[src/hdl/fplog_pkg.sv]
// Shared widths, constants, series coefficients and types of the fixed-point logarithm.
`default_nettype none
package fplog_pkg;
   localparam int SAMPLE_W    = 32;
   localparam int LOG_W       = 32;
   localparam int SCALE_W     = 32;
   localparam int SCALE_FRAC  = 24;
   localparam int Q15_W       = 16;
   localparam int FRAC_W      = 16;
   localparam int ACC_W       = 23;
   localparam int MAG_W       = 31;
   localparam int SHIFT_W     = 5;
   localparam int COEF_SHIFT  = 13;
   localparam int POWER_SHIFT = 15;
   localparam int COEF_COUNT  = 10;
   localparam int SERIES_TERMS_DEFAULT = 10;

   localparam logic signed [Q15_W-1:0] ONE_Q15 = 16'sh7FFF;
   localparam logic signed [Q15_W-1:0] NORM_U_MIN = -16'sh3FFF;
   localparam logic signed [SCALE_W-1:0] BASE_SCALE_RESET = 32'sh0100_0000;

   localparam logic signed [Q15_W-1:0] SERIES_COEF [COEF_COUNT] = '{
      16'sd23637, -16'sd11819, 16'sd7879, -16'sd5909, 16'sd4727,
      -16'sd3940, 16'sd3377, -16'sd2955, 16'sd2626, -16'sd2364
   };

   typedef struct packed {
      logic signed [Q15_W-1:0] u;
      logic signed [Q15_W-1:0] power;
      logic signed [ACC_W-1:0] acc;
   } cell_type;
endpackage
`default_nettype wire

[src/hdl/fplog_scale.sv]
// Output stage: multiplies the base-2 result by the conversion factor and holds the result.
`default_nettype none
module fplog_scale (
   input  wire logic                                   clock,
   input  wire logic                                   reset,
   input  wire logic                                   in_valid,
   output logic                                        in_ready,
   input  wire logic signed [fplog_pkg::ACC_W-1:0]     in_acc,
   input  wire logic signed [fplog_pkg::SCALE_W-1:0]   base_scale,
   output logic                                        rsp_valid,
   input  wire logic                                   rsp_ready,
   output logic signed [fplog_pkg::LOG_W-1:0]          rsp_log_value
);
   localparam int PROD_W = fplog_pkg::ACC_W + fplog_pkg::SCALE_W;

   logic                               valid_ff, valid_in;
   logic signed [fplog_pkg::LOG_W-1:0] log_ff, log_in;
   logic signed [PROD_W-1:0]           prod;
   logic        [PROD_W:0]             prod_ext;

   assign in_ready = !valid_ff || rsp_ready;

   always_comb begin
      prod     = in_acc * base_scale;
      prod_ext = {prod[PROD_W-1], prod};
      valid_in = in_ready ? in_valid : valid_ff;
      log_in   = (in_ready && in_valid) ?
                 $signed(prod_ext[fplog_pkg::SCALE_FRAC +: fplog_pkg::LOG_W]) : log_ff;
   end

   always_ff @(posedge clock) begin
      if (reset) begin
         valid_ff <= 1'b0;
      end else begin
         valid_ff <= valid_in;
      end
   end

   always_ff @(posedge clock) begin
      log_ff <= log_in;
   end

   assign rsp_valid     = valid_ff;
   assign rsp_log_value = log_ff;

`ifndef ASSERT_OFF
   a_scale_load: assert property (@(posedge clock) disable iff (reset)
      (in_valid && in_ready) |=> rsp_valid)
      else $error("scaled result not presented");
`endif
endmodule
`default_nettype wire

[config.mk]
export PLATFORM = sky130hd
export DESIGN_NAME = fplog_scale
export DESIGN_NICKNAME = d
export VERILOG_FILES = /design/src/hdl/fplog_pkg.sv /design/src/hdl/fplog_scale.sv
export SDC_FILE = /design/constraint.sdc
export NUM_CORES = 2
export LEC_CHECK = 0
export BUFFER_PORTS_ARGS = -buffer_cell sky130_fd_sc_hd__buf_2
export CORE_UTILIZATION = 50
export CTS_BUF_LIST = sky130_fd_sc_hd__clkbuf_8 sky130_fd_sc_hd__clkbuf_16
export DETAILED_ROUTE_END_ITERATION = 7
export GPL_TIMING_DRIVEN = 0
export HOLD_SLACK_MARGIN = 0.08
export PLACE_DENSITY = 0.67
export SKIP_CTS_REPAIR_TIMING = 1
export SYNTH_ARGS = -nofsm -noshare
export SYNTH_HDL_FRONTEND = slang
export SYNTH_SLANG_ARGS = --single-unit
[constraint.sdc]
create_clock -name clock -period 13.1 [get_ports clock]
set_input_delay 3.93 -clock clock [delete_from_list [all_inputs] [get_ports clock]]
set_output_delay 3.93 -clock clock [all_outputs]
set_load 0.02 [all_outputs]
==> Word level (Yosys, flattened, before mapping) <==
Index checks and enable logic that the tools add are counted.
{ "totals": {"register_bits": 32, "out_inout_bits": 34} }
{ "classes": {"mul": 1, "n_reduce_logical": 3} }
{ "op_table": {"columns": ["operator", "count"], "rows": [
  ["$mul A23 B32 Y55", 1],
  ["$logic_and A1 B1 Y1", 1],
  ["$logic_not A1 Y1", 1],
  ["$logic_or A1 B1 Y1", 1]
]} }

==> Logic depth before layout (Yosys ltp) <==
{ "logic_depth": {"ltp_word": 3, "ltp_mapped": 26, "mapped_depth_nobuf": 24} }

==> Worst setup path after synthesis <==
No wires, ideal clock.
{ "synth_path": {"path_kind": "input to register", "start": "input port base_scale[10] (netlist name)", "end": "register log_ff, in the netlist rsp_log_value[26] (data pin)", "arrival_ns": 10.102, "t_required_ns": 12.844, "slack_ns": 2.742, "stages": 23, "path_buffers": 1, "cell_sequence": "clkbuf_1 > nand2_1 > fa_1 > fa_1 > inv_1 > fa_1 > inv_1 > fa_1 > inv_1 > fa_1 > fa_1 > inv_1 > fa_1 > inv_1 > ha_1 > a21oi_2 > o211ai_2 > a2111oi_4 > o21ai_2 > a211o_1 > a31o_1 > a2111o_1 > o211a_1"} }
{ "synth_between": {"elab_chain_cells": 1} }
{ "synth_lines": {"columns": ["element", "line", "source"], "rows": [
  ["from (decl)", "fplog_scale.sv:9", "input wire logic signed [fplog_pkg::SCALE_W-1:0] base_scale,"],
  ["$mul A23 B32 Y55", "fplog_scale.sv:24", "prod = in_acc * base_scale;"],
  ["via prod[50]", "fplog_scale.sv:18", "logic signed [PROD_W-1:0] prod;"],
  ["to (signal assigned)", "fplog_scale.sv:40", "log_ff <= log_in;"],
  ["to (decl)", "fplog_scale.sv:17", "logic signed [fplog_pkg::LOG_W-1:0] log_ff, log_in;"]
]} }
The timed path passes the listed nets, and every way through them passes these cells.
A chain may end at the register's enable or synchronous reset.

==> Final worst setup path <==
{ "layout_path": {"start": "input port in_acc[22] (netlist name)", "end": "register log_ff, in the netlist rsp_log_value[22] (data pin)"} }
{ "layout_between": {"elab_chain_cells": 1} }
{ "layout_lines": {"columns": ["element", "line", "source"], "rows": [
  ["from (decl)", "fplog_scale.sv:8", "input wire logic signed [fplog_pkg::ACC_W-1:0] in_acc,"],
  ["$mul A23 B32 Y55", "fplog_scale.sv:24", null],
  ["via prod[46]", "fplog_scale.sv:18", null]
]} }
The timed path passes the listed nets, and every way through them passes these cells.

==> impl_metrics.py <==
metrics = {
    "status": {
        "outcome": "finished, final reports clean",
    },
    "routing": {
        "highest_layer": "met5",
        "drt_iter0_markers": 1454,
        "dr_wl_met2_mm": 41.1,
        "met3_length_mm": 6.18,
        "met1Wirelength_mm": 33.0,
        "wire_per_inst_um": 23.2,
        "num_vias": 19800,
        "drtPass1Iterations": 6,
        "vias_per_cell": 5.37,
        "drt_drc_violations_left": 0,
        "antenna_left": 0,
        "wl_mm": 85.4,
    },
    "critical_path": {
        "rr_endpoint": "rsp_log_value[4]",
        "end_kind": "register",
        "worst_setup_path_start_kind": "input pin",
        "r2r_slack_ps": 11640,
        "reg2reg_from": "rsp_valid",
        "slowest_delay_ps": 1080,
        "worstPathRequired_ps": 13160,
        "cp.arrival_ps": 12600,
        "crit_fanout": 10,
        "crit_path_cell_trace": "buf_2 > clkinv_1 > clkbuf_1 > fa_1 > inv_1 > fa_1 > inv_1 > fa_1 > fa_1 > inv_1 > fa_1 > fa_1 > inv_1 > fa_1 > inv_1 > ha_1 > nand4_1 > a211o_1 > o311ai_1 > nand4_1 > a21oi_1 > nor2_1 > o311ai_1",
        "cpMostUsedCell": "fa_1",
        "reg2reg_depth": 2,
        "cpMaxStageDelayCell": "o311ai_1",
        "path_class": "in -> reg",
    },
    "timing": {
        "relSlewSlack_pct": 12.3,
        "slew_violations": 0,
        "worst_slack_ps": 565,
        "fin_crit_sh_pct": 95.7,
        "setup_violations": 0,
        "max_freq_mhz": 79.8,
        "rsz0062_at_grt": "no",
        "clock_skew_ps": 2.92,
        "tns_ps": 0,
        "hold_viol": 0,
        "worst_slew_pin_slew_ps": 1290,
        "fin_crit_ps": 12530,
    },
    "placement": {
        "placed_cells": 3675,
        "post_dp_cell_area_um2": 28100,
        "hpwl_mm": 74.7,
        "dp_slack_ps": 231,
        "io_buffers": 92,
        "routabilityCongestion": 1.06,
    },
    "global_route": {
        "grt_start_max_net_pins": 32,
        "grt_overflow_total": 0,
        "grt_usage_pct": 33.7,
        "grt_pass1_wl_mm": 133,
        "antenna_found_initial": 8,
        "grt_pass1_vias": 22100,
    },
    "cts": {
        "numCtsBuffers": 5,
        "cts_tree": "yes",
        "clkTransAtPathRegs_ps": 60,
        "clk_latency_ps": 300,
        "h-tree-depth": 2,
        "cts_sinks": 32,
        "root_buffer": "clkbuf_16",
        "clock_tree.buffer_depth": 2,
    },
    "min_path": {
        "hold_class": "reg -> reg",
        "hp-start": "rsp_valid",
        "worstHoldPathCells": 2,
        "hold-path-endpoint": "rsp_valid",
    },
    "cells_and_area": {
        "fill_cells": 4849,
        "final_cell_count_no_fill": 3686,
        "drive_above_1_share_pct": 3.77,
        "area_growth_pct": 5.60,
        "multi_input_area_um2": 22200,
        "final_cell_area_um2": 28200,
        "ff_latch_area_um2": 951,
        "fin_nets": 3945,
    },
    "synthesis": {
        "ys_async_sr_fraction_pct": 0,
        "syn_nets": 3846,
        "yosysSeqAreaShare_pct": 3.56,
        "synthCells": 2895,
        "synthDistinctLibCells": 55,
        "avgSynthCellArea_um2": 9.24,
        "synth_edf_count": 31,
        "netlist_area_um2": 26700,
        "synth_ff_type": "edfxtp_1",
        "synth-seq-cells": 32,
        "ys.warnings.count": 0,
    },
    "job": {
        "cap_violations": 0,
    },
    "floorplanning": {
        "start_util_pct": 50.8,
        "core-area_um2": 52700,
        "io_pins": 93,
        "dieArea_um2": 54400,
        "fp-row-count": 84,
        "dieWidth_um": 233,
        "die_h_um": 233,
    },
}
[cell usage after synthesis, drive strengths merged, types with 2 or more instances]
cell type	n	area (µm²)
o211ai	2	20.0
clkbuf	136	510
ha	139	1740
nand2b	12	75.1
xor2	12	105
and3	4	25.0
edfxtp	31	931
inv	814	3060
a31o	2	17.5
nand4	10	62.6
o21a	2	15.0
o21ai	30	154
nand3	9	45.0
nor2b	2	12.5
buf	2	11.3
nor3	7	40.0
and2	339	2120
nand2	401	1510
fa	753	15100
or2	2	12.5
a211o	2	17.5
a21o	17	128
a21boi	3	22.5
a41oi	3	26.3
a31oi	4	25.0
a211oi	10	75.1
o21bai	6	45.0
o311ai	2	17.5
o31ai	2	15.0
a2111oi	4	55.1
a21oi	47	246
xnor2	29	254
nor2	44	165
[layout by cell type, fill, tap and decap left out, drive strengths merged, types with 17 or more instances in the layout]
cell	netlist	layout
a21o	17	17
ha	139	139
edfxtp	31	31
nand2	401	401
o21ai	30	30
nor2	44	44
fa	753	753
inv	814	814
buf	2	94
xnor2	29	29
and2	339	339
clkbuf	136	141
a21oi	47	47
[logic make-up after synthesis]
logic type	after synthesis	share of synthesized area [%]
flops	32	3.56
buf+inv	953	13.4
simple gates	834	15.3
fa+ha+maj	892	62.9
xor+xnor	41	1.34
compound gates	143	3.55
[critical path, delay by kind of cell]
kind / cells / cell delay [ps]
compound gates: 4 / 2220
fa+ha+maj: 8 / 4140
buf+inv: 8 / 1420
simple gates: 3 / 860
[worst max-delay path by stage]
stage	endpoint	depth (start not counted)	slack, ps	from
3_5_place_dp	rsp_log_value[22]	23	230	in_acc[22]
5_1_grt	rsp_log_value[22]	23	310	in_acc[22]
6_report	rsp_log_value[22]	23	570	in_acc[22]
2_1_floorplan	rsp_log_value[26]	23	2740	base_scale[10]
4_1_cts	rsp_log_value[22]	23	520	in_acc[22]
3_3_place_gp	rsp_log_value[22]	23	280	in_acc[22]
[final cells by class]
type	count	share of cell area [%]
Antenna cell	3	0.0266
Timing Repair Buffer	92	1.63
Buffer	138	1.85
Clock buffer	5	0.443
Clock inverter	3	0.151
Multi-Input combinational cell	1910	78.7
Inverter	815	10.8
Tap cell	688	3.05
Sequential cell	32	3.37
[through the flow]
step           util [%]  hold slack, ps
5_1_grt            53.6             563
6_report           53.6             522
3_3_place_gp       53.3             485
2_1_floorplan         -             729
4_1_cts            53.6             543
3_5_place_dp       53.3             534
[registers in the layout (all words and copies together) (netlist names)]
name           flops
rsp_log_value     31
rsp_valid          1
[metal layers]
layer	global-route usage [%]	vias up
met5	0	-
met4	16.4	8
met3	4.47	229
met2	56.2	886
met1	43.3	10300
li1	-	8375
Power is left out: the tool's default activity adds up to more than one toggle a clock period on the data nets, which glitch-free logic cannot reach.
