==> src/hdl/fplog_pkg.sv <==
// Shared widths, constants, series coefficients and types of the fixed-point logarithm.
`default_nettype none
package fplog_pkg;
   localparam int SAMPLE_W    = 32;
   localparam int LOG_W       = 32;
   localparam int SCALE_W     = 32;
   localparam int SCALE_FRAC  = 24;
   localparam int Q15_W       = 16;
   localparam int FRAC_W      = 16;
   localparam int ACC_W       = 23;
   localparam int MAG_W       = 31;
   localparam int SHIFT_W     = 5;
   localparam int COEF_SHIFT  = 13;
   localparam int POWER_SHIFT = 15;
   localparam int COEF_COUNT  = 10;
   localparam int SERIES_TERMS_DEFAULT = 10;

   localparam logic signed [Q15_W-1:0] ONE_Q15 = 16'sh7FFF;
   localparam logic signed [Q15_W-1:0] NORM_U_MIN = -16'sh3FFF;
   localparam logic signed [SCALE_W-1:0] BASE_SCALE_RESET = 32'sh0100_0000;

   localparam logic signed [Q15_W-1:0] SERIES_COEF [COEF_COUNT] = '{
      16'sd23637, -16'sd11819, 16'sd7879, -16'sd5909, 16'sd4727,
      -16'sd3940, 16'sd3377, -16'sd2955, 16'sd2626, -16'sd2364
   };

   typedef struct packed {
      logic signed [Q15_W-1:0] u;
      logic signed [Q15_W-1:0] power;
      logic signed [ACC_W-1:0] acc;
   } cell_type;
endpackage
`default_nettype wire

==> src/hdl/fplog_cell.sv <==
// One series cell: adds its coefficient term and raises the power for the next cell.
`default_nettype none
module fplog_cell #(
   parameter int TERM = 0
) (
   input  wire logic                 clock,
   input  wire logic                 reset,
   input  wire logic                 in_valid,
   output logic                      in_ready,
   input  wire fplog_pkg::cell_type  in_data,
   output logic                      out_valid,
   input  wire logic                 out_ready,
   output fplog_pkg::cell_type       out_data
);
   localparam int Q15_W  = fplog_pkg::Q15_W;
   localparam int PROD_W = 2 * Q15_W;
   localparam logic signed [Q15_W-1:0] COEF = fplog_pkg::SERIES_COEF[TERM];

   logic                 valid_ff, valid_in;
   fplog_pkg::cell_type  data_ff, data_in;
   logic signed [PROD_W-1:0] term_prod, power_prod, term_shift;

   assign in_ready = !valid_ff || out_ready;

   always_comb begin
      term_prod  = in_data.power * COEF;
      power_prod = in_data.power * in_data.u;
      term_shift = term_prod >>> fplog_pkg::COEF_SHIFT;
      valid_in   = in_ready ? in_valid : valid_ff;
      data_in    = data_ff;
      if (in_ready && in_valid) begin
         data_in.u     = in_data.u;
         data_in.power = power_prod[fplog_pkg::POWER_SHIFT +: Q15_W];
         data_in.acc   = in_data.acc + fplog_pkg::ACC_W'(term_shift);
      end
   end

   always_ff @(posedge clock) begin
      if (reset) begin
         valid_ff <= 1'b0;
      end else begin
         valid_ff <= valid_in;
      end
   end

   always_ff @(posedge clock) begin
      data_ff <= data_in;
   end

   assign out_valid = valid_ff;
   assign out_data  = data_ff;

`ifndef ASSERT_OFF
   a_cell_advance: assert property (@(posedge clock) disable iff (reset)
      (in_valid && in_ready) |=> (valid_ff && data_ff.u == $past(in_data.u)))
      else $error("series cell lost a transaction");
`endif
endmodule
`default_nettype wire

==> config.mk <==
export PLATFORM = sky130hd
export DESIGN_NAME = fplog_cell
export DESIGN_NICKNAME = d
export VERILOG_FILES = /design/src/hdl/fplog_pkg.sv /design/src/hdl/fplog_cell.sv
export SDC_FILE = /design/constraint.sdc
export NUM_CORES = 1
export LEC_CHECK = 0
export BUFFER_PORTS_ARGS = -buffer_cell sky130_fd_sc_hd__buf_2
export CORE_ASPECT_RATIO = 1.1
export CORE_MARGIN = 4
export CORE_UTILIZATION = 29
export CTS_CLUSTER_DIAMETER = 200
export DETAILED_ROUTE_END_ITERATION = 12
export PLACE_DENSITY = 0.55
export SYNTH_ARGS = -nofsm -noshare
export SYNTH_HDL_FRONTEND = slang
export SYNTH_SLANG_ARGS = --single-unit
==> constraint.sdc <==
create_clock -name clock -period 8.65 [get_ports clock]
set_input_delay 1.2975 -clock clock [delete_from_list [all_inputs] [get_ports clock]]
set_output_delay 1.2975 -clock clock [all_outputs]
set_load 0.005 [all_outputs]
### Word-level counts from Yosys, hierarchy flattened

Cells that the tools add are included.

* add/sub/neg operators: 1
* multiply operators: 2
* reductions and logical operators: 3

Operators by type and width (count)
* multiplier 16 x 16 -> 32 bit (second input constant): 1
* multiplier 16 x 16 -> 31 bit: 1
* adder 23 x 19 -> 23 bit: 1
* logical AND 1 bit: 1
* zero test 1 bit: 1
* logical OR 1 bit: 1

* bits in registers: 56
* bits of input ports: 59
* output and inout bits: 57
* logic and storage cells: 10

### Depth between registers and ports, before layout

Gate-level depths: netlist (run 1).

* word-level depth: 3
* gate-level depth with buffers: 33
* gate-level depth less buffers: 32

### Worst setup path after synthesis (run 1)

OpenSTA, ideal clock, no wires.

* path type: input to register
* start point: input port in_data[29] in the netlist's numbering
* end point: register data_ff, in the netlist out_data[21] (data pin)
* arrival time: 8228 ps
* data required time: 8392 ps
* setup slack: 164 ps
* stages: 30
* buffers on the path: 1
* path through: clkbuf_1 > inv_1 > fa_1 > inv_1 > ha_1 > fa_1 > fa_1 > fa_1 > inv_1 > fa_1 > inv_1 > ha_1 > a21o_1 > nand3_1 > o211ai_1 > a31o_2 > a21oi_1 > o21bai_1 > a2111oi_2 > o31ai_1 > xor2_1 > ha_1 > and3_1 > a22oi_1 > o21ai_1 > o41ai_2 > o21ai_1 > o21a_1 > a311o_1 > xor2_1

* longest elaborated chain between the ends: 2

RTL lines
* start: declaration: line fplog_cell.sv:10 `input wire fplog_pkg::cell_type in_data,`
* multiplier 16 x 16 -> 32 bit: line fplog_cell.sv:26 `term_prod = in_data.power * COEF;`
* adder 23 x 19 -> 23 bit: line fplog_cell.sv:34 `data_in.acc = in_data.acc + fplog_pkg::ACC_W'(term_shift);`
* end signal: assignment: line fplog_cell.sv:47 `data_ff <= data_in;`
* end: declaration: line fplog_cell.sv:20 `fplog_pkg::cell_type data_ff, data_in;`

Every way passes these cells.
A chain may end at the register's enable or synchronous reset.

### Worst setup path in the final report (run 1)

* start point: input port in_data[27] in the netlist's numbering
* end point: register data_ff, in the netlist out_data[21] (data pin)

The elaborated chain is that of the path after synthesis.

==> results of run 1 <==
## routing by layer
| layer | global-route usage, % | share of wire (%) | up-vias | routed length, um |
|---|---|---|---|---|
| li1 | - | - | 5325 | - |
| met1 | 17.2 | 45 | 5808 | 16900 |
| met2 | 23.6 | 50 | 156 | 19200 |
| met3 | 1.91 | 3.2 | 31 | 1210 |
| met4 | 3.10 | 1.8 | 0 | 687 |
| met5 | 0 | 0 | - | 0 |
## per-stage QoR
step	TNS [ns]	cell area, um^2
after CTS	0	18200
after global placement	0	18000
after floorplan	0	16400
after global routing	0	18200
final	0	18200
after detailed placement	-0.152	18000
## critical path, delay by kind of cell
| kind | cells | cell delay [ns] |
|---|---|---|
| fa+ha+maj | 8 | 3.39 |
| compound gates | 13 | 2.85 |
| buf+inv | 5 | 0.37 |
| xor+xnor | 2 | 0.28 |
| simple gates | 2 | 0.18 |
## how the worst max path moves through the flow
stage	endpoint	slack [ns]	cells after the start
after floorplan	out_data[21]$_DFFE_PP_	0.16	30
after global placement	out_data[21]$_DFFE_PP_	0.07	30
after detailed placement	out_data[21]$_DFFE_PP_	-0.08	32
after CTS	out_data[22]$_DFFE_PP_	0.24	29
after global routing	out_data[21]$_DFFE_PP_	0.004	32
final	out_data[21]$_DFFE_PP_	0.37	30
## synthesized netlist by cell type, drive strengths merged (2+ instances only)
library cell,number
a2111oi,3
a211oi,3
a21boi,3
a21o,16
a21oi,42
a31o,5
a31oi,5
a41oi,2
and2,95
and3,3
buf,2
clkbuf,37
edfxtp,55
fa,339
ha,216
inv,434
mux2i,3
nand2,180
nand2b,9
nand3,10
nand4,6
nor2,46
nor2b,7
nor3,11
nor4,2
o211ai,4
o21a,15
o21ai,20
o21bai,6
o31a,3
o31ai,2
o41ai,2
or3,4
xnor2,67
xor2,16
## flip-flops by register name, summed over array words and instances, names as in the netlist
register	flops
out_valid	1
out_data	55
## area by class of cell
type	count	area, um^2	area share, %
diodes	2	5.00	0.0275
clock buffers	5	125	0.688
clock inverters	3	22.5	0.124
inverters	434	1630	8.95
multi-input cells	1154	13000	71.4
flip-flops and latches	56	1670	9.19
well taps	744	931	5.12
repair buffers	147	816	4.48
## cells by family after synthesis
family / after synthesis / share of synthesized area, %
xor+xnor: 84 / 4.57
mux: 3 / 0.183
fa+ha+maj: 555 / 57.8
simple gates: 375 / 10.7
flops: 56 / 10.2
buf+inv: 473 / 10.8
compound gates: 137 / 5.77
==> impl_results.md, run 1 <==
* Area grow syn2layout at 10.8%
* CP startpoint kind: primary input
* Vias in the first global route at 12700
* Cells on Worst Hold Path at 2
* Top FF cell, synth: edfxtp_1
* Hold Startpoint: out_valid$_SDFFE_PP0N_
* RSZ-0062 raised after global routing: false
* Post-DP HPWL at 32300 um
* Clock tree sinks at 56
* Final RePlAce weighted congestion at 0.826
* Worst R2R Path Depth at 3
* Row count at 91
* Post-CTS setup buffer count at 0
* Crit path kind: primary input to register
* Via count at 11300
* Setup Skew at 0.00657 ns
* H-Tree Depth at 2
* Yosys cell types at 52
* Dpl ws at -0.0814 ns
* Syn Area/Cell at 9.76 um^2
* Yosys reg bits at 56
* Post-synth ARST share at 0%
* Post-layout minimum cycle time at 8.28 ns
* Clk buf depth at 2
* Hold Crit Endpoint: out_valid$_SDFFE_PP0N_
* Fill count at 5890
* Mapped cell area at 16400 um^2
* TritonRoute pass-1 iters at 4
* Clock transition at path regs at 0.08 ns
* Worst reg2reg endpoint: out_data[34]$_DFFE_PP_
* Register-to-Register Setup Slack at 7.04 ns
* Clock root buffer: clkbuf_16
* EDFF count, synth at 55
* Final slew viol count at 0
* Die area at 60500 um^2
* Routed vias/inst at 4.45
* Synth warn at 0
* # DRC at 0
* Crit path max-delay cell type: fa_1
* Num CTS Buffers at 5
* GRT Util Overall at 13.3%
* Critical path's largest stage delay at 0.55 ns
* Commonest cells after routing, fill and taps aside: inv_1, fa_1, ha_1
* Die Ht at 258 um
* Hold WC Path Type: register to register
* Most common cell after layout, fill and taps aside: inv_1
* Final #Nets at 2412
* Crit path from: in_data[27]
* Fraction of layout cells with a size suffix above 1 at 9.39%
* GRT Residual Overflow at 0
* Slew @ Worst Pin at 0.831 ns
* Worst hold slack at 0.532 ns
* Hold Buf Count CTS at 0
* Status: completed
* Hold Vio Cnt, Final at 0
* Max Cap Viol at 0
* Syn_nets at 2297
* CTS tree: built
* Core ar. at 56000 um^2
* Top post-synthesis cells by area: fa_1, ha_1, edfxtp_1
* Layout Cells excl Fill at 2545
* CP endpoint kind: register
* Initial Util at 29.3%
* Post-synth top area share at 41.3%
* Routed WL at 38000 um
* Largest net degree at the start of global routing at 56
* I/O pins at 116
* Iter 0 DRT Violations at 468
* First-pass GRT wire length at 65100 um
* Setup violations, final at 0
* Leading area contributor after synthesis: fa_1
* Synth Instances at 1683
* Cells after DPL at 2535
* ANT nets after route at 0
* Reg2Reg Launch Point: out_valid$_SDFFE_PP0N_
* Arrival time of the worst setup path at 8.38 ns
* Final core occ at 32.5%
* PortBufs at 115
* Post_cts resized at 0
* Most common cell on crit path: fa_1
* Tcrit/Tclk final at 95.7%
* Slew headroom at 44.6%
* Skew-Pair Late Insertion Delay at 0.34 ns
* CP max FO at 5
* Initial antenna violation count at 2
* Critical path required time at 8.75 ns
* Sequential element share of the synthesized area at 10.2%
* WL/cell at 14.9 um
* Peak Freq at 121 MHz
* Post-route worst setup slack at 0.374 ns
* Die Width at 235 um
Power of run 1 is not shown: default switching activity piles up to over one toggle a cycle in this logic, so the estimate is an artifact.
==> run 2, diff against run 1 <==
--- a/config.mk
+++ b/config.mk
@@ -11,7 +11,8 @@
 export CORE_UTILIZATION = 29
 export CTS_CLUSTER_DIAMETER = 200
 export DETAILED_ROUTE_END_ITERATION = 12
-export PLACE_DENSITY = 0.55
+export HOLD_SLACK_MARGIN = 0.15
+export PLACE_DENSITY = 0.53
 export SYNTH_ARGS = -nofsm -noshare
 export SYNTH_HDL_FRONTEND = slang
 export SYNTH_SLANG_ARGS = --single-unit
==> constraint.sdc (replaced) <==
create_clock -name clock -period 8.74 [get_ports clock]
set_input_delay 1.311 -clock clock [delete_from_list [all_inputs] [get_ports clock]]
set_output_delay 1.311 -clock clock [all_outputs]
set_load 0.005 [all_outputs]
==> impl_results.md, run 2 (synthesis gave the netlist of run 1 again) <==
* Status: completed
* Hold WC Path Type: register to register
* Clock tree sinks at 56 (unchanged)
* Hold Vio Cnt, Final at 0 (unchanged)
* Final core occ at 32.4% (-0.040 points)
* Cells on Worst Hold Path at 2 (unchanged)
* Via count at 11300 (-0.17%)
* Post_cts resized at 0 (unchanged)
* Slew headroom at 44.5% (-0.097 points)
* Crit path kind: primary input to register
* Reg2Reg Launch Point: out_valid$_SDFFE_PP0N_
* ANT nets after route at 0 (unchanged)
* CP startpoint kind: primary input
* Max Cap Viol at 0 (unchanged)
* TritonRoute pass-1 iters at 4 (unchanged)
* Clk buf depth at 2 (unchanged)
* Post-DP HPWL at 32600 um (+1.2%)
* Hold Crit Endpoint: out_valid$_SDFFE_PP0N_
* Arrival time of the worst setup path at 8.45 ns (+0.07 ns)
* Clock root buffer: clkbuf_16
* Routed WL at 38400 um (+1.1%)
* Critical path's largest stage delay at 0.52 ns (-0.03 ns)
* Commonest cells after routing, fill and taps aside: inv_1, fa_1, ha_1
* Vias in the first global route at 12700 (-0.50%)
* Die Width at 235 um (unchanged)
* CTS tree: built
* Crit path max-delay cell type: fa_1
* Met3 Use GR at 2.39% (+0.48 points)
* Largest net degree at the start of global routing at 56 (unchanged)
* Register-to-Register Setup Slack at 7.12 ns (+0.08 ns)
* Final #Nets at 2410 (-0.083%)
* Num CTS Buffers at 5 (unchanged)
* Skew-Pair Late Insertion Delay at 0.34 ns (about the same)
* # DRC at 0 (unchanged)
* Row count at 91 (unchanged)
* WL/cell at 15.1 um (+1.2%)
* Max reg flops at 55 (unchanged)
* Slew @ Worst Pin at 0.832 ns (+0.00146 ns)
* Die Ht at 258 um (unchanged)
* First-pass GRT wire length at 65500 um (+0.57%)
* CP endpoint kind: register
* Worst R2R Path Depth at 3 (unchanged)
* Top Family by Delay on Critical Path: adder cells
* Iter 0 DRT Violations at 396 (-15%)
* Core ar. at 56000 um^2 (unchanged)
* Area grow syn2layout at 10.7%
* Routed vias/inst at 4.44 (about the same)
* PortBufs at 115 (unchanged)
* I/O pins at 116 (unchanged)
* Initial Util at 29.3% (unchanged)
* Setup Skew at 0.00575 ns (-0.000821 ns)
* GRT Util Overall at 13.4% (+0.12 points)
* Most common cell after layout, fill and taps aside: inv_1
* Peak Freq at 120 MHz
* CP max FO at 5 (unchanged)
* Fill count at 5856 (-0.58%)
* Die area at 60500 um^2 (unchanged)
* H-Tree Depth at 2 (unchanged)
* Hold Buf Count CTS at 0 (unchanged)
* Post-layout minimum cycle time at 8.35 ns
* RSZ-0062 raised after global routing: false
* Initial antenna violation count at 5 (+3)
* Setup violations, final at 0 (unchanged)
* Fraction of layout cells with a size suffix above 1 at 9.18% (-0.21 points)
* Critical path required time at 8.85 ns (+0.10 ns)
* Post-CTS setup buffer count at 0 (unchanged)
* CP bufs+invs at 6 (+1)
* Clock transition at path regs at 0.09 ns (about the same)
* TNS Setup at 0 ns (unchanged)
* Final slew viol count at 0 (unchanged)
* Met2 GRT Util at 23.8% (+0.25 points)
* Tcrit/Tclk final at 95.5%
* Final RePlAce weighted congestion at 0.845 (+2.3%)
* Busiest grt layer: met2
* Hold Startpoint: out_valid$_SDFFE_PP0N_
* GRT Residual Overflow at 0 (unchanged)
* Grt met1 use at 17.1% (-0.062 points)
* Worst reg2reg endpoint: out_data[24]$_DFFE_PP_
run 2: changes by cell type in the layout (fill, tap and decap cells not counted), sizes merged:
| cell | previous run | this run |
|---|---|---|
| buf | 147 | 145 |
| inv | 435 | 436 |
| clkinv | 2 | 1 |
run 2: metrics by stage:
stage / cell area [um^2] / setup WS [ns] / hold slack [ns] / std cells
4_1_cts: 18200 / 0.359 / 0.527 / 2541
2_1_floorplan: 16400 / 0.241 / 0.522 / 1683
6_report: 18200 / 0.393 / 0.525 / 2543
5_1_grt: 18200 / 0.0338 / 0.576 / 2541
3_5_place_dp: 18000 / 0.000630 / 0.510 / 2533
3_3_place_gp: 18000 / 0.137 / 0.482 / 2533
run 2: layout make-up:
type	count	area, um^2	area share (%)
Multi-Input combinational cell	1154	13000	71.5
Sequential cell	56	1670	9.20
Inverter	434	1630	8.96
Tap cell	744	931	5.12
Timing Repair Buffer	145	801	4.41
Clock buffer	5	125	0.688
Clock inverter	3	26.3	0.145
Antenna cell	2	5.00	0.0275
run 2: metal layers:
metal / part of all wire [%] / wire [um] / up-vias
met4: 1.7 / 648 / 6
met5: 0.089 / 34 / -
met1: 43 / 16500 / 5797
li1: - / - / 5329
met2: 51 / 19700 / 135
met3: 3.8 / 1450 / 34
run 2: worst register-to-register path, cell delays in order (launching register included):
cell	delay [ns]
dfxtp_1	0.32
nand2b_1	0.10
and2_2	0.14
buf_4	0.63
run 2: worst max-delay path by stage:
stage	depth (start not counted)	to	start	slack, ns
6_report	31	out_data[21]$_DFFE_PP_	in_data[26]	0.39
5_1_grt	31	out_data[22]$_DFFE_PP_	in_data[28]	0.03
4_1_cts	30	out_data[21]$_DFFE_PP_	in_data[27]	0.36
3_5_place_dp	32	out_data[21]$_DFFE_PP_	in_data[28]	0.0006
3_3_place_gp	30	out_data[21]$_DFFE_PP_	in_data[27]	0.14
2_1_floorplan	30	out_data[21]$_DFFE_PP_	in_data[29]	0.24
Power of run 2 is left out for the same reason.
