$ cat src/hdl/fplog_pkg.sv
// Shared widths, constants, series coefficients and types of the fixed-point logarithm.
`default_nettype none
package fplog_pkg;
   localparam int SAMPLE_W    = 32;
   localparam int LOG_W       = 32;
   localparam int SCALE_W     = 32;
   localparam int SCALE_FRAC  = 24;
   localparam int Q15_W       = 16;
   localparam int FRAC_W      = 16;
   localparam int ACC_W       = 23;
   localparam int MAG_W       = 31;
   localparam int SHIFT_W     = 5;
   localparam int COEF_SHIFT  = 13;
   localparam int POWER_SHIFT = 15;
   localparam int COEF_COUNT  = 10;
   localparam int SERIES_TERMS_DEFAULT = 10;

   localparam logic signed [Q15_W-1:0] ONE_Q15 = 16'sh7FFF;
   localparam logic signed [Q15_W-1:0] NORM_U_MIN = -16'sh3FFF;
   localparam logic signed [SCALE_W-1:0] BASE_SCALE_RESET = 32'sh0100_0000;

   localparam logic signed [Q15_W-1:0] SERIES_COEF [COEF_COUNT] = '{
      16'sd23637, -16'sd11819, 16'sd7879, -16'sd5909, 16'sd4727,
      -16'sd3940, 16'sd3377, -16'sd2955, 16'sd2626, -16'sd2364
   };

   typedef struct packed {
      logic signed [Q15_W-1:0] u;
      logic signed [Q15_W-1:0] power;
      logic signed [ACC_W-1:0] acc;
   } cell_type;
endpackage
`default_nettype wire

$ cat src/hdl/fplog_norm.sv
// Magnitude and three-stage normalization that seeds the series chain.
`default_nettype none
module fplog_norm (
   input  wire logic                                    clock,
   input  wire logic                                    reset,
   input  wire logic                                    req_valid,
   output logic                                         req_ready,
   input  wire logic signed [fplog_pkg::SAMPLE_W-1:0]   req_sample,
   output logic                                         out_valid,
   input  wire logic                                    out_ready,
   output fplog_pkg::cell_type                          out_data
);
   localparam int MAG_W   = fplog_pkg::MAG_W;
   localparam int SHIFT_W = fplog_pkg::SHIFT_W;
   localparam int ACC_W   = fplog_pkg::ACC_W;
   localparam int Q15_W   = fplog_pkg::Q15_W;
   localparam logic signed [ACC_W-1:0] ZERO_ACC = -ACC_W'(31 * 65536);

   logic                 m_valid_ff, m_valid_in, m_ready;
   logic [MAG_W-1:0]     m_mag_ff, m_mag_in, mag;
   logic                 a_valid_ff, a_valid_in, a_ready;
   logic [MAG_W-1:0]     a_v_ff, a_v_in, v16;
   logic [SHIFT_W-1:0]   a_cnt_ff, a_cnt_in, c16;
   logic                 b_valid_ff, b_valid_in, b_ready;
   fplog_pkg::cell_type  b_data_ff, b_data_in;
   logic [MAG_W-1:0]     v4, v2, v1;
   logic [SHIFT_W-1:0]   c4, c2, c1;
   logic signed [Q15_W-1:0] u;

   always_comb begin
      if (req_sample[fplog_pkg::SAMPLE_W-1]) begin
         if (req_sample[MAG_W-1:0] == '0) begin
            mag = '1;
         end else begin
            mag = MAG_W'(~req_sample + 1'b1);
         end
      end else begin
         mag = req_sample[MAG_W-1:0];
      end
   end

   assign b_ready   = !b_valid_ff || out_ready;
   assign a_ready   = !a_valid_ff || b_ready;
   assign m_ready   = !m_valid_ff || a_ready;
   assign req_ready = m_ready;

   always_comb begin
      m_valid_in = m_ready ? req_valid : m_valid_ff;
      m_mag_in   = (m_ready && req_valid) ? mag : m_mag_ff;
   end

   always_comb begin
      if (m_mag_ff[MAG_W-1 -: 16] == '0) begin
         v16 = m_mag_ff << 16;
         c16 = SHIFT_W'(16);
      end else begin
         v16 = m_mag_ff;
         c16 = '0;
      end
      a_valid_in = a_ready ? m_valid_ff : a_valid_ff;
      a_v_in     = a_v_ff;
      a_cnt_in   = a_cnt_ff;
      if (a_ready && m_valid_ff) begin
         if (v16[MAG_W-1 -: 8] == '0) begin
            a_v_in   = v16 << 8;
            a_cnt_in = c16 + SHIFT_W'(8);
         end else begin
            a_v_in   = v16;
            a_cnt_in = c16;
         end
      end
   end

   always_comb begin
      v4 = (a_v_ff[MAG_W-1 -: 4] == '0) ? (a_v_ff << 4) : a_v_ff;
      c4 = (a_v_ff[MAG_W-1 -: 4] == '0) ? (a_cnt_ff + SHIFT_W'(4)) : a_cnt_ff;
      v2 = (v4[MAG_W-1 -: 2] == '0) ? (v4 << 2) : v4;
      c2 = (v4[MAG_W-1 -: 2] == '0) ? (c4 + SHIFT_W'(2)) : c4;
      v1 = (!v2[MAG_W-1]) ? (v2 << 1) : v2;
      c1 = (!v2[MAG_W-1]) ? (c2 + SHIFT_W'(1)) : c2;
      u  = $signed({1'b0, v1[MAG_W-1 -: Q15_W-1]}) - fplog_pkg::ONE_Q15;
      b_valid_in = b_ready ? a_valid_ff : b_valid_ff;
      b_data_in  = b_data_ff;
      if (b_ready && a_valid_ff) begin
         b_data_in.u     = u;
         b_data_in.power = u;
         b_data_in.acc   = ACC_W'(0) - ACC_W'({c1, {fplog_pkg::FRAC_W{1'b0}}});
      end
   end

   always_ff @(posedge clock) begin
      if (reset) begin
         m_valid_ff <= 1'b0;
         a_valid_ff <= 1'b0;
         b_valid_ff <= 1'b0;
      end else begin
         m_valid_ff <= m_valid_in;
         a_valid_ff <= a_valid_in;
         b_valid_ff <= b_valid_in;
      end
   end

   always_ff @(posedge clock) begin
      m_mag_ff  <= m_mag_in;
      a_v_ff    <= a_v_in;
      a_cnt_ff  <= a_cnt_in;
      b_data_ff <= b_data_in;
   end

   assign out_valid = b_valid_ff;
   assign out_data  = b_data_ff;

`ifndef ASSERT_OFF
   a_norm_range: assert property (@(posedge clock) disable iff (reset)
      (b_valid_ff && b_data_ff.u != -fplog_pkg::ONE_Q15) |->
      (b_data_ff.u >= fplog_pkg::NORM_U_MIN && b_data_ff.u <= 0))
      else $error("normalized fraction out of range");
   a_zero_acc: assert property (@(posedge clock) disable iff (reset)
      (b_valid_ff && b_data_ff.u == -fplog_pkg::ONE_Q15) |-> (b_data_ff.acc == ZERO_ACC))
      else $error("zero magnitude did not give the full shift count");
`endif
endmodule
`default_nettype wire

$ cat config.mk
export PLATFORM = sky130hd
export DESIGN_NAME = fplog_norm
export DESIGN_NICKNAME = d
export VERILOG_FILES = /design/src/hdl/fplog_pkg.sv /design/src/hdl/fplog_norm.sv
export SDC_FILE = /design/constraint.sdc
export NUM_CORES = 1
export LEC_CHECK = 0
export BUFFER_PORTS_ARGS = -buffer_cell sky130_fd_sc_hd__buf_2
export CAP_MARGIN = 0
export CELL_PAD_IN_SITES_DETAIL_PLACEMENT = 0
export CELL_PAD_IN_SITES_GLOBAL_PLACEMENT = 1
export CORE_UTILIZATION = 35
export CTS_CLUSTER_DIAMETER = 80
export DETAILED_ROUTE_END_ITERATION = 10
export GPL_TIMING_DRIVEN = 0
export PLACE_DENSITY_LB_ADDON = 0.1
export SETUP_SLACK_MARGIN = 0.15
export SLEW_MARGIN = 20
export SYNTH_ARGS = -nofsm -noshare
export SYNTH_HDL_FRONTEND = slang
export SYNTH_SLANG_ARGS = --single-unit
$ cat constraint.sdc
create_clock -name clock -period 5.4 [get_ports clock]
set_input_delay 0.27 -clock clock [delete_from_list [all_inputs] [get_ports clock]]
set_output_delay 0.27 -clock clock [all_outputs]
set_load 0.02 [all_outputs]
Word level (Yosys, flattened, before mapping)
Cells that the tools add are included.
- flip-flop bits (word level): 109
- bits of input ports: 36
- word-level logic and storage cells: 43
- add/subtract/negate cells: 7
- multiplexer cells: 12
- bitwise gates (word level): 1
- reduce and logical (&&, ||, !) cells: 14
- operators by type and width (kind ; count):
    2-to-1 mux 31 bit ; 7
    adder 31 x 1 -> 31 bit, second input constant ; 1
    zero test 31 bit ; 1
    NOT 31 bit ; 1
    2-to-1 mux 5 bit ; 5
    subtractor 1 x 21 -> 22 bit, first input constant ; 1
    zero test 16 bit ; 1
    subtractor 15 x 15 -> 16 bit, second input constant ; 1
    zero test 8 bit ; 1
    adder 5 x 1 -> 5 bit, second input constant ; 1
    adder 5 x 2 -> 5 bit, second input constant ; 1
    adder 5 x 3 -> 5 bit, second input constant ; 1
    adder 5 x 4 -> 5 bit, second input constant ; 1
    zero test 4 bit ; 1
    logical AND 1 bit ; 3
    zero test 1 bit ; 3
    logical OR 1 bit ; 3
    zero test 2 bit ; 1

Longest topological paths before layout
Gate-level depths: netlist of the first run.
- word-level depth: 7
- gate-level depth with buffers: 16
- mapped depth without buffers: 13

Worst setup path after synthesis of the first run
Ideal clock, no wire load.
- kind: register to register
- start: register a_v_ff[26]
- end: register b_data_ff, in the netlist out_data[49] (data pin)
- setup time: 0.180 ns
- data arrival time: 3.467 ns
- path slack: 1.753 ns
- cell stages (with the launch flop): 13
- buffers on the path: 1
- cell sequence: edfxtp_1 buf_2 nor2_2 mux2_2 a221oi_1 mux2i_1 ha_1 and3_1 a311oi_1 nor4_2 and3_1 xnor2_1 a221oi_1
- cells in the longest elaborated chain, start to end: 5
- ends and longest elaborated chain (what ; line ; text):
    start, declared ; fplog_norm.sv:22 ; logic [MAG_W-1:0] a_v_ff, a_v_in, v16;
    start signal, assigned ; fplog_norm.sv:105 ; a_v_ff <= a_v_in;
    2-to-1 mux 31 bit * ; fplog_norm.sv:75 ; v4 = (a_v_ff[MAG_W-1 -: 4] == '0) ? (a_v_ff << 4) : a_v_ff;
    zero test 2 bit ; fplog_norm.sv:77 ; v2 = (v4[MAG_W-1 -: 2] == '0) ? (v4 << 2) : v4;
    2-to-1 mux 31 bit * ; fplog_norm.sv:77 ;
    2-to-1 mux 31 bit * ; fplog_norm.sv:79 ; v1 = (!v2[MAG_W-1]) ? (v2 << 1) : v2;
    subtractor 15 x 15 -> 16 bit * ; fplog_norm.sv:81 ; u = $signed({1'b0, v1[MAG_W-1 -: Q15_W-1]}) - fplog_pkg::ONE_Q15;
    via u[10] ; fplog_norm.sv:28 ; logic signed [Q15_W-1:0] u;
    end signal, assigned ; fplog_norm.sv:107 ; b_data_ff <= b_data_in;
    end, declared ; fplog_norm.sv:25 ; fplog_pkg::cell_type b_data_ff, b_data_in;
Mark *: on every way through the listed nets, which the timed path passes. The rest lies on a longest branch.
A chain may end at the register's enable or synchronous reset.

Worst setup path after layout of the first run
- start: register a_v_ff[28]
- end: register b_data_ff, in the netlist out_data[49] (data pin)
- cells in the longest elaborated chain, start to end: 6
- ends and longest elaborated chain (what ; line):
    zero test 4 bit ; fplog_norm.sv:75
    2-to-1 mux 31 bit * ; fplog_norm.sv:75
    zero test 2 bit ; fplog_norm.sv:77
    2-to-1 mux 31 bit * ; fplog_norm.sv:77
    2-to-1 mux 31 bit * ; fplog_norm.sv:79
    subtractor 15 x 15 -> 16 bit * ; fplog_norm.sv:81
    via u[10] ; fplog_norm.sv:28
Marks and branches as above.

==> results of run 1 <==
-- power groups by stage --
stage                     Combinational [mW]  Clock [mW]  Sequential, mW
final                                  0.273       0.623           0.772
after floorplan                        0.187           0           0.780
after global routing                   0.307       0.665           0.777
after detailed placement               0.275           0           0.785
after global placement                 0.267           0           0.786
after CTS                              0.276       0.642           0.771
-- worst min path at each step --
stage          startpoint         end  slack (ps)
2_1_floorplan       reset  m_valid_ff         340
3_3_place_gp        reset  m_valid_ff         460
3_5_place_dp        reset  m_valid_ff         470
4_1_cts             reset  m_valid_ff         110
5_1_grt             reset   out_valid         130
6_report            reset  m_valid_ff         130
-- cell families after synthesis --
family / count (synthesis) / synth area share (%)
DFF: 80 / 45.74
AOI/OAI and AO/OA: 131 / 17.01
adders and majority gates: 2 / 0.4824
and+or+nand+nor: 180 / 18.14
muxes: 22 / 4.463
buffers and inverters: 67 / 7.841
other: 1 / 0.07231
xor gates and xnor gates: 37 / 6.248
-- final cells by class --
class | instances | area share (%)
flip-flops and latches | 80 | 38.12
plain buffers | 57 | 5.931
inverters | 10 | 0.6031
clock inverters | 7 | 1.267
clock buffers | 9 | 3.619
multi-input cells | 388 | 39.93
well taps | 184 | 3.699
repair buffers | 78 | 6.836
-- synth_stat cells, types with 5 or more instances --
master    instances  area (µm²)
clkbuf_1         16       60.06
o21a_1            5       37.54
nand2_1          67       251.5
mux2_2            9       101.4
nand4_1           5       31.28
edfxtp_1         77        2312
xor2_1           26       227.7
nor4_1            9       56.30
and2_1            9       56.30
o21ai_0          36       180.2
nor3_1            8       40.04
or4_1             5       37.54
a221oi_1          9       78.83
mux2i_1          13       130.1
nand3_1          11       55.05
inv_1             9       33.78
buf_4            34       255.2
nor2_1           31       116.4
o211ai_1          5       37.54
a21oi_1          27       135.1
o31ai_1          10       75.07
xnor2_1          11       96.34
-- critical path, delay by kind of cell, from the launching register on --
family	cells	cell delay, ps
compound gates	3	1720
xor+xnor	1	140
fa+ha+maj	1	330
buf+inv	2	440
flops	1	380
mux	1	200
simple gates	5	1220
-- state kept, by name, indices dropped and copies added, names as in the netlist --
register and cells:
m_mag_ff 31, out_valid 1, out_data 22, a_cnt_ff 2, m_valid_ff 1, a_v_ff 22, a_valid_ff 1
-- metrics by stage --
stage	worst slack, ps	power, mW	hold slack [ps]	utilization [%]	cells
2_1_floorplan	1753	0.9665	339.1	-	535
3_3_place_gp	956.0	1.053	464.7	40.39	794
3_5_place_dp	855.1	1.060	468.8	40.88	797
6_report	795.8	1.668	125.8	42.98	813
4_1_cts	827.9	1.689	108.4	42.98	813
5_1_grt	506.9	1.749	130.6	42.98	813
-- layer usage --
| layer | global-route usage, % | vias to the layer above | share of wire, % |
|---|---|---|---|
| li1 | - | 2119 | - |
| met1 | 18.26 | 1898 | 41 |
| met2 | 30.03 | 111 | 51 |
| met3 | 2.976 | 28 | 3.6 |
| met4 | 8.509 | 0 | 3.9 |
| met5 | 0 | - | 0 |
==> out/qor.yml, run 1 <==
r2r_slack_ps: 800
num_vias: 4156
fmax_mhz: 217.2
slew_viol_final: 0
cp-startpoint: "a_v_ff[28]"
placement_rows: 44
dieArea_um2: 15310
combPwrFrac_pct: 16.4
power_density_nw_per_um2: 268.1
cts_root_buffer: "clkbuf_16"
core_um2: 14480
switchingPower_uw: 456.7
whs_path_depth: 2
nFillCells: 1432
insertion_delay_ps: 340
ys_warn_count: 0
syn_to_final_growth_pct: 20.00
start_util_pct: 35.82
synth-edff-count: 77
status: "complete, no violations"
cp_max_fo: 10
r2r_cells: 13
swShare_pct: 27.38
cpPeakStageDelay_ps: 920
gr-total-overflow: 0
drt-pass1-iter-count: 4
antenna_cells: 0
place_hpwl_um: 9434
hold_viol: 0
rsz0062_at_grt: "no"
intPower_mw: 1.212
cts_hold_buf: 0
rr_startpoint: "a_v_ff[28]"
cp_slowest_cell: "a221oi_1"
skew_ps: 6.027
cts.sinks: 80
grt_pass1_wl_um: 19370
worst_pin_slew_ps: 1072
seqPwrFrac_pct: 46.3
critPathRequiredTime_ps: 5560
cts-buffers-inserted: 9
gp_congestion: 0.9042
multi_input_area_um2: 2485
io_buffer_count: 75
clock_path_buffers: 2
setup_viol: 0
place_area_um2: 5919
hp-class: "in2reg"
p_leak_nw: 2.438
h-tree-depth: 3
cp-start-kind: "register"
cp.arrival_ps: 4760
p_clk_share_pct: 37.3
antenna_found_initial: 0
maxCapViolCount: 0
slew_headroom_pct: 28.57
final_cell_mix: "79 x buf_2, 77 x edfxtp_1, 67 x nand2_1"
final-seq-area_um2: 2372
grt_pass1_vias: 4028
vias_per_cell: 5.112
synth_area_um2: 5186
cts_tree: "built"
yosys_register_bits: 80
chipWidth_um: 123.7
cts_setup_buffers: 0
syn_avg_cell_area_um2: 9.974
cp-end-kind: "register"
worstSetupPathType: "reg2reg"
ant_nets: 0
synth_cells: 520
seq_area_frac_synth_pct: 45.74
period_needed_ps: 4604
drive_gt1_share_pct: 26.55
wl_per_cell_um: 14.63
nNetsFinal: 662
first_iter_violations: 218
pin_count: 93
fin_area_um2: 6223
synth_top_flop_cell: "edfxtp_1"
synthArstFlopShare_pct: 0
post_cts_resized: 0
fin_setup_tns_ps: 0
grt_max_degree: 27
routed_wl_um: 11890
r2r_end: "out_data[49]"
synth.distinct_cells: 64
final_common_cell: "buf_2"
dieHeight_um: 123.7
crit_end: "out_data[49]"
irDropWorstVdd_v: 0.0001581
timing.final.crit_share_pct: 85.26
clkSlewWorstSetupHoldPaths_ps: 60
track_usage_pct: 16.52
cp_cell_sequence: "clkbuf_1 -> nor2_1 -> nor2_1 -> buf_4 -> a221oi_1 -> mux2i_1 -> ha_1 -> and3_1 -> a311oi_1 -> nor4_2 -> and3_1 -> xnor2_1 -> a221oi_1"
drc_errors: 0
Note: power is estimated with default switching activity, not from simulation.
==> inputs of run 2 (changes only) <==
--- a/config.mk
+++ b/config.mk
@@ -6,7 +6,7 @@
 export NUM_CORES = 1
 export LEC_CHECK = 0
 export BUFFER_PORTS_ARGS = -buffer_cell sky130_fd_sc_hd__buf_2
-export CAP_MARGIN = 0
+export CAP_MARGIN = 10
 export CELL_PAD_IN_SITES_DETAIL_PLACEMENT = 0
 export CELL_PAD_IN_SITES_GLOBAL_PLACEMENT = 1
 export CORE_UTILIZATION = 35
@@ -15,7 +15,6 @@
 export GPL_TIMING_DRIVEN = 0
 export PLACE_DENSITY_LB_ADDON = 0.1
 export SETUP_SLACK_MARGIN = 0.15
-export SLEW_MARGIN = 20
 export SYNTH_ARGS = -nofsm -noshare
 export SYNTH_HDL_FRONTEND = slang
 export SYNTH_SLANG_ARGS = --single-unit
==> constraint.sdc (replaced) <==
create_clock -name clock -period 5.2 [get_ports clock]
set_input_delay 0.26 -clock clock [delete_from_list [all_inputs] [get_ports clock]]
set_output_delay 0.26 -clock clock [all_outputs]
set_load 0.02 [all_outputs]
==> run 2 against run 1 <==
Global-route usage shrank 0.051 points. Count of clock-buffer cells in the layout unchanged. Total power grew 6.5%.
==> out/qor.yml, run 2 (synthesis results as in run 1) <==
skew_ps: 7.050  # was 6.027 ps
clock_path_buffers: 2  # unchanged
worstSetupPathType: "reg2reg"  # unchanged
wl_per_cell_um: 14.74  # was 14.63 µm
crit_buf_inv: 2  # unchanged
intPower_mw: 1.305  # was 1.212 mW
ant_nets: 0  # unchanged
worst_pin_slew_ps: 1056  # was 1072 ps
cts_root_buffer: "clkbuf_16"  # unchanged
dieHeight_um: 123.7  # unchanged
placement_rows: 44  # unchanged
insertion_delay_ps: 340  # about the same
largest_register_ffs: 31  # unchanged
maxCapViolCount: 0  # unchanged
cp_max_fo: 10  # unchanged
slew_viol_final: 0  # unchanged
p_clk_share_pct: 38.9  # was 37.3%
cp-start-kind: "register"  # unchanged
gp_congestion: 0.9042  # unchanged
io_buffer_count: 75  # unchanged
drt-pass1-iter-count: 5  # was 4
cts_tree: "built"  # unchanged
setup_viol: 0  # unchanged
swShare_pct: 26.53  # was 27.38%
track_usage_pct: 16.46  # was 16.52%
fin_setup_tns_ps: 0  # unchanged
path_delay_family: "compound AO/OA/AOI/OAI gates"  # unchanged
core_um2: 14480  # unchanged
grt_pass1_wl_um: 19440  # was 19370 µm
hold_viol: 0  # unchanged
final_cell_mix: "79 x buf_2, 77 x edfxtp_1, 67 x nand2_1"  # unchanged
post_cts_resized: 0  # unchanged
hp-class: "in2reg"  # unchanged
place_hpwl_um: 9426  # was 9434 µm
vias_per_cell: 5.116  # was 5.112
h-tree-depth: 3  # unchanged
nNetsFinal: 661  # was 662
irDropWorstVdd_v: 0.0001516  # was 0.0001581 V
cts_setup_buffers: 0  # unchanged
status: "complete, no violations"  # unchanged
syn_to_final_growth_pct: 20.05  # was 20.00%
pin_count: 93  # unchanged
cp-end-kind: "register"  # unchanged
final_common_cell: "buf_2"  # unchanged
grt_max_degree: 32  # was 27
slew_headroom_pct: 29.61  # was 28.57%
dpl.cell_count: 796  # was 797
cpPeakStageDelay_ps: 890  # was 920 ps
combPwrFrac_pct: 16.0  # was 16.4%
timing.final.crit_share_pct: 87.54  # was 85.26%
chipWidth_um: 123.7  # unchanged
power_density_nw_per_um2: 285.4  # was 268.1 nW/µm²
clkSlewWorstSetupHoldPaths_ps: 60  # about the same
num_vias: 4154  # was 4156
start_util_pct: 35.82  # unchanged
critPathRequiredTime_ps: 5350  # was 5560 ps
cp_slowest_cell: "a221oi_1"  # unchanged
fin_cells: 812  # was 813
drive_gt1_share_pct: 26.43  # was 26.55%
p_leak_nw: 2.441  # was 2.438 nW
cts-buffers-inserted: 9  # unchanged
cts_hold_buf: 0  # unchanged
holdWs_ps: 118.6  # was 125.8 ps
first_iter_violations: 237  # was 218
fmax_mhz: 219.7  # was 217.2 MHz
drc_errors: 0  # unchanged
antenna_found_initial: 0  # unchanged
gr-total-overflow: 0  # unchanged
antenna_cells: 0  # unchanged
cp_cell_sequence: "clkbuf_1 -> nor2_1 -> nor2_1 -> buf_4 -> a221oi_1 -> mux2i_1 -> ha_1 -> and3_1 -> a311oi_1 -> nor4_2 -> and3_1 -> xnor2_1 -> a221oi_1"  # unchanged
period_needed_ps: 4552  # was 4604 ps
cts.sinks: 80  # unchanged
dieArea_um2: 15310  # unchanged
routed_wl_um: 11970  # was 11890 µm
grt_pass1_vias: 3981  # was 4028
cp.arrival_ps: 4700  # was 4760 ps
regMostFlops: "m_mag_ff"  # unchanged
rsz0062_at_grt: "no"  # unchanged
seqPwrFrac_pct: 45.1  # was 46.3%
switchingPower_uw: 471.5  # was 456.7 µW
==> run 2: path summary, 6_finish.rpt <==
| check | from | endpoint | slack (ps) | cells past startpoint |
|---|---|---|---|---|
| max | a_v_ff[28] | out_data[49] | 650 | 13 |
| max reg2reg | a_v_ff[28] | out_data[49] | 650 | 13 |
| min | reset | m_valid_ff | 120 | 2 |
| min reg2reg | m_mag_ff[26] | a_v_ff[26] | 550 | 2 |
==> run 2: metal layers <==
| layer | up-vias | wire, µm | GRT usage [%] |
|---|---|---|---|
| li1 | 2113 | - | - |
| met1 | 1917 | 5067 | 18.40 |
| met2 | 105 | 6214 | 30.24 |
| met3 | 19 | 385 | 2.747 |
| met4 | 0 | 303 | 7.681 |
| met5 | - | 0 | 0 |
==> run 2: power by group through the flow <==
stage               sequential [mW]  combinational (mW)  clock [mW]
CTS                           0.801               0.285       0.713
finish                        0.802               0.284       0.692
global route                  0.807               0.318       0.737
global placement              0.816               0.277           0
floorplan                     0.810               0.194           0
detailed placement            0.815               0.284           0
==> run 2: layout make-up <==
| class | instances | area [µm²] |
|---|---|---|
| plain buffers | 57 | 369.1 |
| fillers | 1448 | 8253 |
| repair buffers | 77 | 405.4 |
| clock inverters | 7 | 101.3 |
| well taps | 184 | 230.2 |
| clock buffers | 9 | 225.2 |
| flip-flops and latches | 80 | 2372 |
| inverters | 10 | 37.54 |
| multi-input cells | 388 | 2485 |
==> run 2: through the flow <==
stage	setup slack (ps)	instance area, µm²	util (%)	total power, mW
floorplan	1553	5243	-	1.004
global placement	756.0	5848	40.39	1.093
detailed placement	683.5	5899	40.74	1.099
CTS	655.4	6226	43.00	1.799
global route	323.3	6226	43.00	1.862
finish	647.9	6226	43.00	1.777
==> inputs of run 3 (changes only) <==
--- a/config.mk
+++ b/config.mk
@@ -13,6 +13,7 @@
 export CTS_CLUSTER_DIAMETER = 80
 export DETAILED_ROUTE_END_ITERATION = 10
 export GPL_TIMING_DRIVEN = 0
+export HOLD_SLACK_MARGIN = 0.12
 export PLACE_DENSITY_LB_ADDON = 0.1
 export SETUP_SLACK_MARGIN = 0.15
 export SYNTH_ARGS = -nofsm -noshare
==> run 3 against run 2 <==
Count of clock-buffer cells in the layout did not move. Critical path depth did not move. Setup slack better by 18 ps. Via count is 0.58% higher. First-iteration DRC count increased by 15%. Clock skew fell by 0.77 ps. Design area rose by 0.16%. Sequential power about the same. Flip-flop and latch count stayed put. Critical path type unchanged. Highest routed layer unchanged.
==> out/qor.yml, run 3 (synthesis results as in run 1) <==
status: "complete, no violations"  # unchanged
nFillCells: 1446  # was 1448
cts_root_buffer: "clkbuf_16"  # unchanged
place_worst_setup_slack_ps: 683.5  # unchanged
final-seq-area_um2: 2372  # unchanged
io_buffer_count: 75  # unchanged
cts_hold_buf: 1  # was 0
pin_count: 93  # unchanged
skew_ps: 6.280  # was 7.050 ps
cpPeakStageDelay_ps: 890  # about the same
cp_max_fo: 10  # unchanged
timing.final.crit_share_pct: 87.20  # was 87.54%
cp-start-kind: "register"  # unchanged
post_cts_resized: 0  # unchanged
first_iter_violations: 272  # was 237
ant_nets: 0  # unchanged
grt_max_degree: 32  # unchanged
dieArea_um2: 15310  # unchanged
gr-total-overflow: 0  # unchanged
rr_startpoint: "a_v_ff[28]"  # unchanged
period_needed_ps: 4534  # was 4552 ps
wl_per_cell_um: 14.72  # was 14.74 µm
core_um2: 14480  # unchanged
finalPower_mw: 1.781  # was 1.777 mW
rsz0062_at_grt: "no"  # unchanged
worstSetupPathType: "reg2reg"  # unchanged
syn_to_final_growth_pct: 20.24  # was 20.05%
cts_setup_buffers: 0  # unchanged
drc_errors: 0  # unchanged
critPathRequiredTime_ps: 5350  # about the same
drt-pass1-iter-count: 4  # was 5
gp_congestion: 0.9042  # unchanged
irDropWorstVdd_v: 0.0001557  # was 0.0001516 V
fmax_mhz: 220.5  # was 219.7 MHz
crit_buf_inv: 2  # unchanged
holdWs_ps: 212.3  # was 118.6 ps
final.setup.worst_slack_ps: 665.8  # was 647.9 ps
multi_input_area_um2: 2485  # unchanged
hp-class: "in2reg"  # unchanged
num_vias: 4178  # was 4154
worst_pin_slew_ps: 1053  # was 1056 ps
hold_viol: 0  # unchanged
final_cell_mix: "79 x buf_2, 77 x edfxtp_1, 67 x nand2_1"  # unchanged
routed_wl_um: 11970  # about the same
insertion_delay_ps: 340  # about the same
track_usage_pct: 16.47  # was 16.46%
antenna_cells: 0  # unchanged
cp.arrival_ps: 4690  # was 4700 ps
placement_rows: 44  # unchanged
path_delay_family: "compound AO/OA/AOI/OAI gates"  # unchanged
holdCritStartpoint: "req_valid"  # was reset
cts.sinks: 80  # unchanged
nNetsFinal: 662  # was 661
clkSlewWorstSetupHoldPaths_ps: 60  # about the same
place_hpwl_um: 9426  # unchanged
grt_pass1_vias: 3984  # was 3981
vias_per_cell: 5.139  # was 5.116
regMostFlops: "m_mag_ff"  # unchanged
grt_pass1_wl_um: 19460  # was 19440 µm
cp-end-kind: "register"  # unchanged
p_leak_nw: 2.446  # was 2.441 nW
setup_viol: 0  # unchanged
power_density_nw_per_um2: 285.6  # was 285.4 nW/µm²
start_util_pct: 35.82  # unchanged
cp_cell_sequence: "clkbuf_1 -> nor2_1 -> nor2_1 -> buf_4 -> a221oi_1 -> mux2i_1 -> ha_1 -> and3_1 -> a311oi_1 -> nor4_2 -> and3_1 -> xnor2_1 -> a221oi_1"  # unchanged
maxCapViolCount: 0  # unchanged
chipWidth_um: 123.7  # unchanged
cts_tree: "built"  # unchanged
h-tree-depth: 3  # unchanged
largest_register_ffs: 31  # unchanged
drive_gt1_share_pct: 26.39  # was 26.43%
slew_headroom_pct: 29.79  # was 29.61%
fin_setup_tns_ps: 0  # unchanged
cp_slowest_cell: "a221oi_1"  # unchanged
final_common_cell: "buf_2"  # unchanged
dieHeight_um: 123.7  # unchanged
cts-buffers-inserted: 9  # unchanged
clock_path_buffers: 2  # unchanged
final_util_pct: 43.07  # was 43.00%
cp-startpoint: "a_v_ff[28]"  # unchanged
r2r_slack_ps: 670  # was 650 ps
antenna_found_initial: 0  # unchanged
slew_viol_final: 0  # unchanged
[run 3: per-stage QoR]
step,instances,cell area (µm²)
after floorplan,535,5243
after global placement,794,5848
after detailed placement,796,5899
after CTS,813,6236
after global routing,813,6236
final,813,6236
[run 3: cell type report]
| type | instances | area share [%] |
|---|---|---|
| inverter | 10 | 0.6019 |
| sequential | 80 | 38.04 |
| timing repair buffer | 78 | 6.661 |
| clock buffer | 9 | 3.612 |
| tap | 184 | 3.692 |
| clock inverter | 7 | 1.625 |
| multi-input combinational | 388 | 39.85 |
| buffer | 57 | 5.919 |
[run 3: final timing paths]
path / to / cells after the start
hold reg to reg: a_v_ff[26] / 2
hold / removal: m_valid_ff / 3
setup / recovery: out_data[49] / 13
setup reg to reg: out_data[49] / 13
[run 3: worst min-delay path: cells and delay by family]
kind                   cells  cell delay, ps
buffers and inverters      2             130
AOI/OAI and AO/OA          1             120
[run 3: report_power, final]
group / total [mW] / switching (mW) / internal (mW)
Clock: 0.695 / 0.269 / 0.426
Combinational: 0.284 / 0.172 / 0.113
Sequential: 0.801 / 0.0344 / 0.767
[run 3: per-layer routing]
layer	GRT usage (%)	routed length, µm
met1	18.43	5024
met2	30.24	6166
met3	2.747	437
met4	7.681	336
met5	0	0
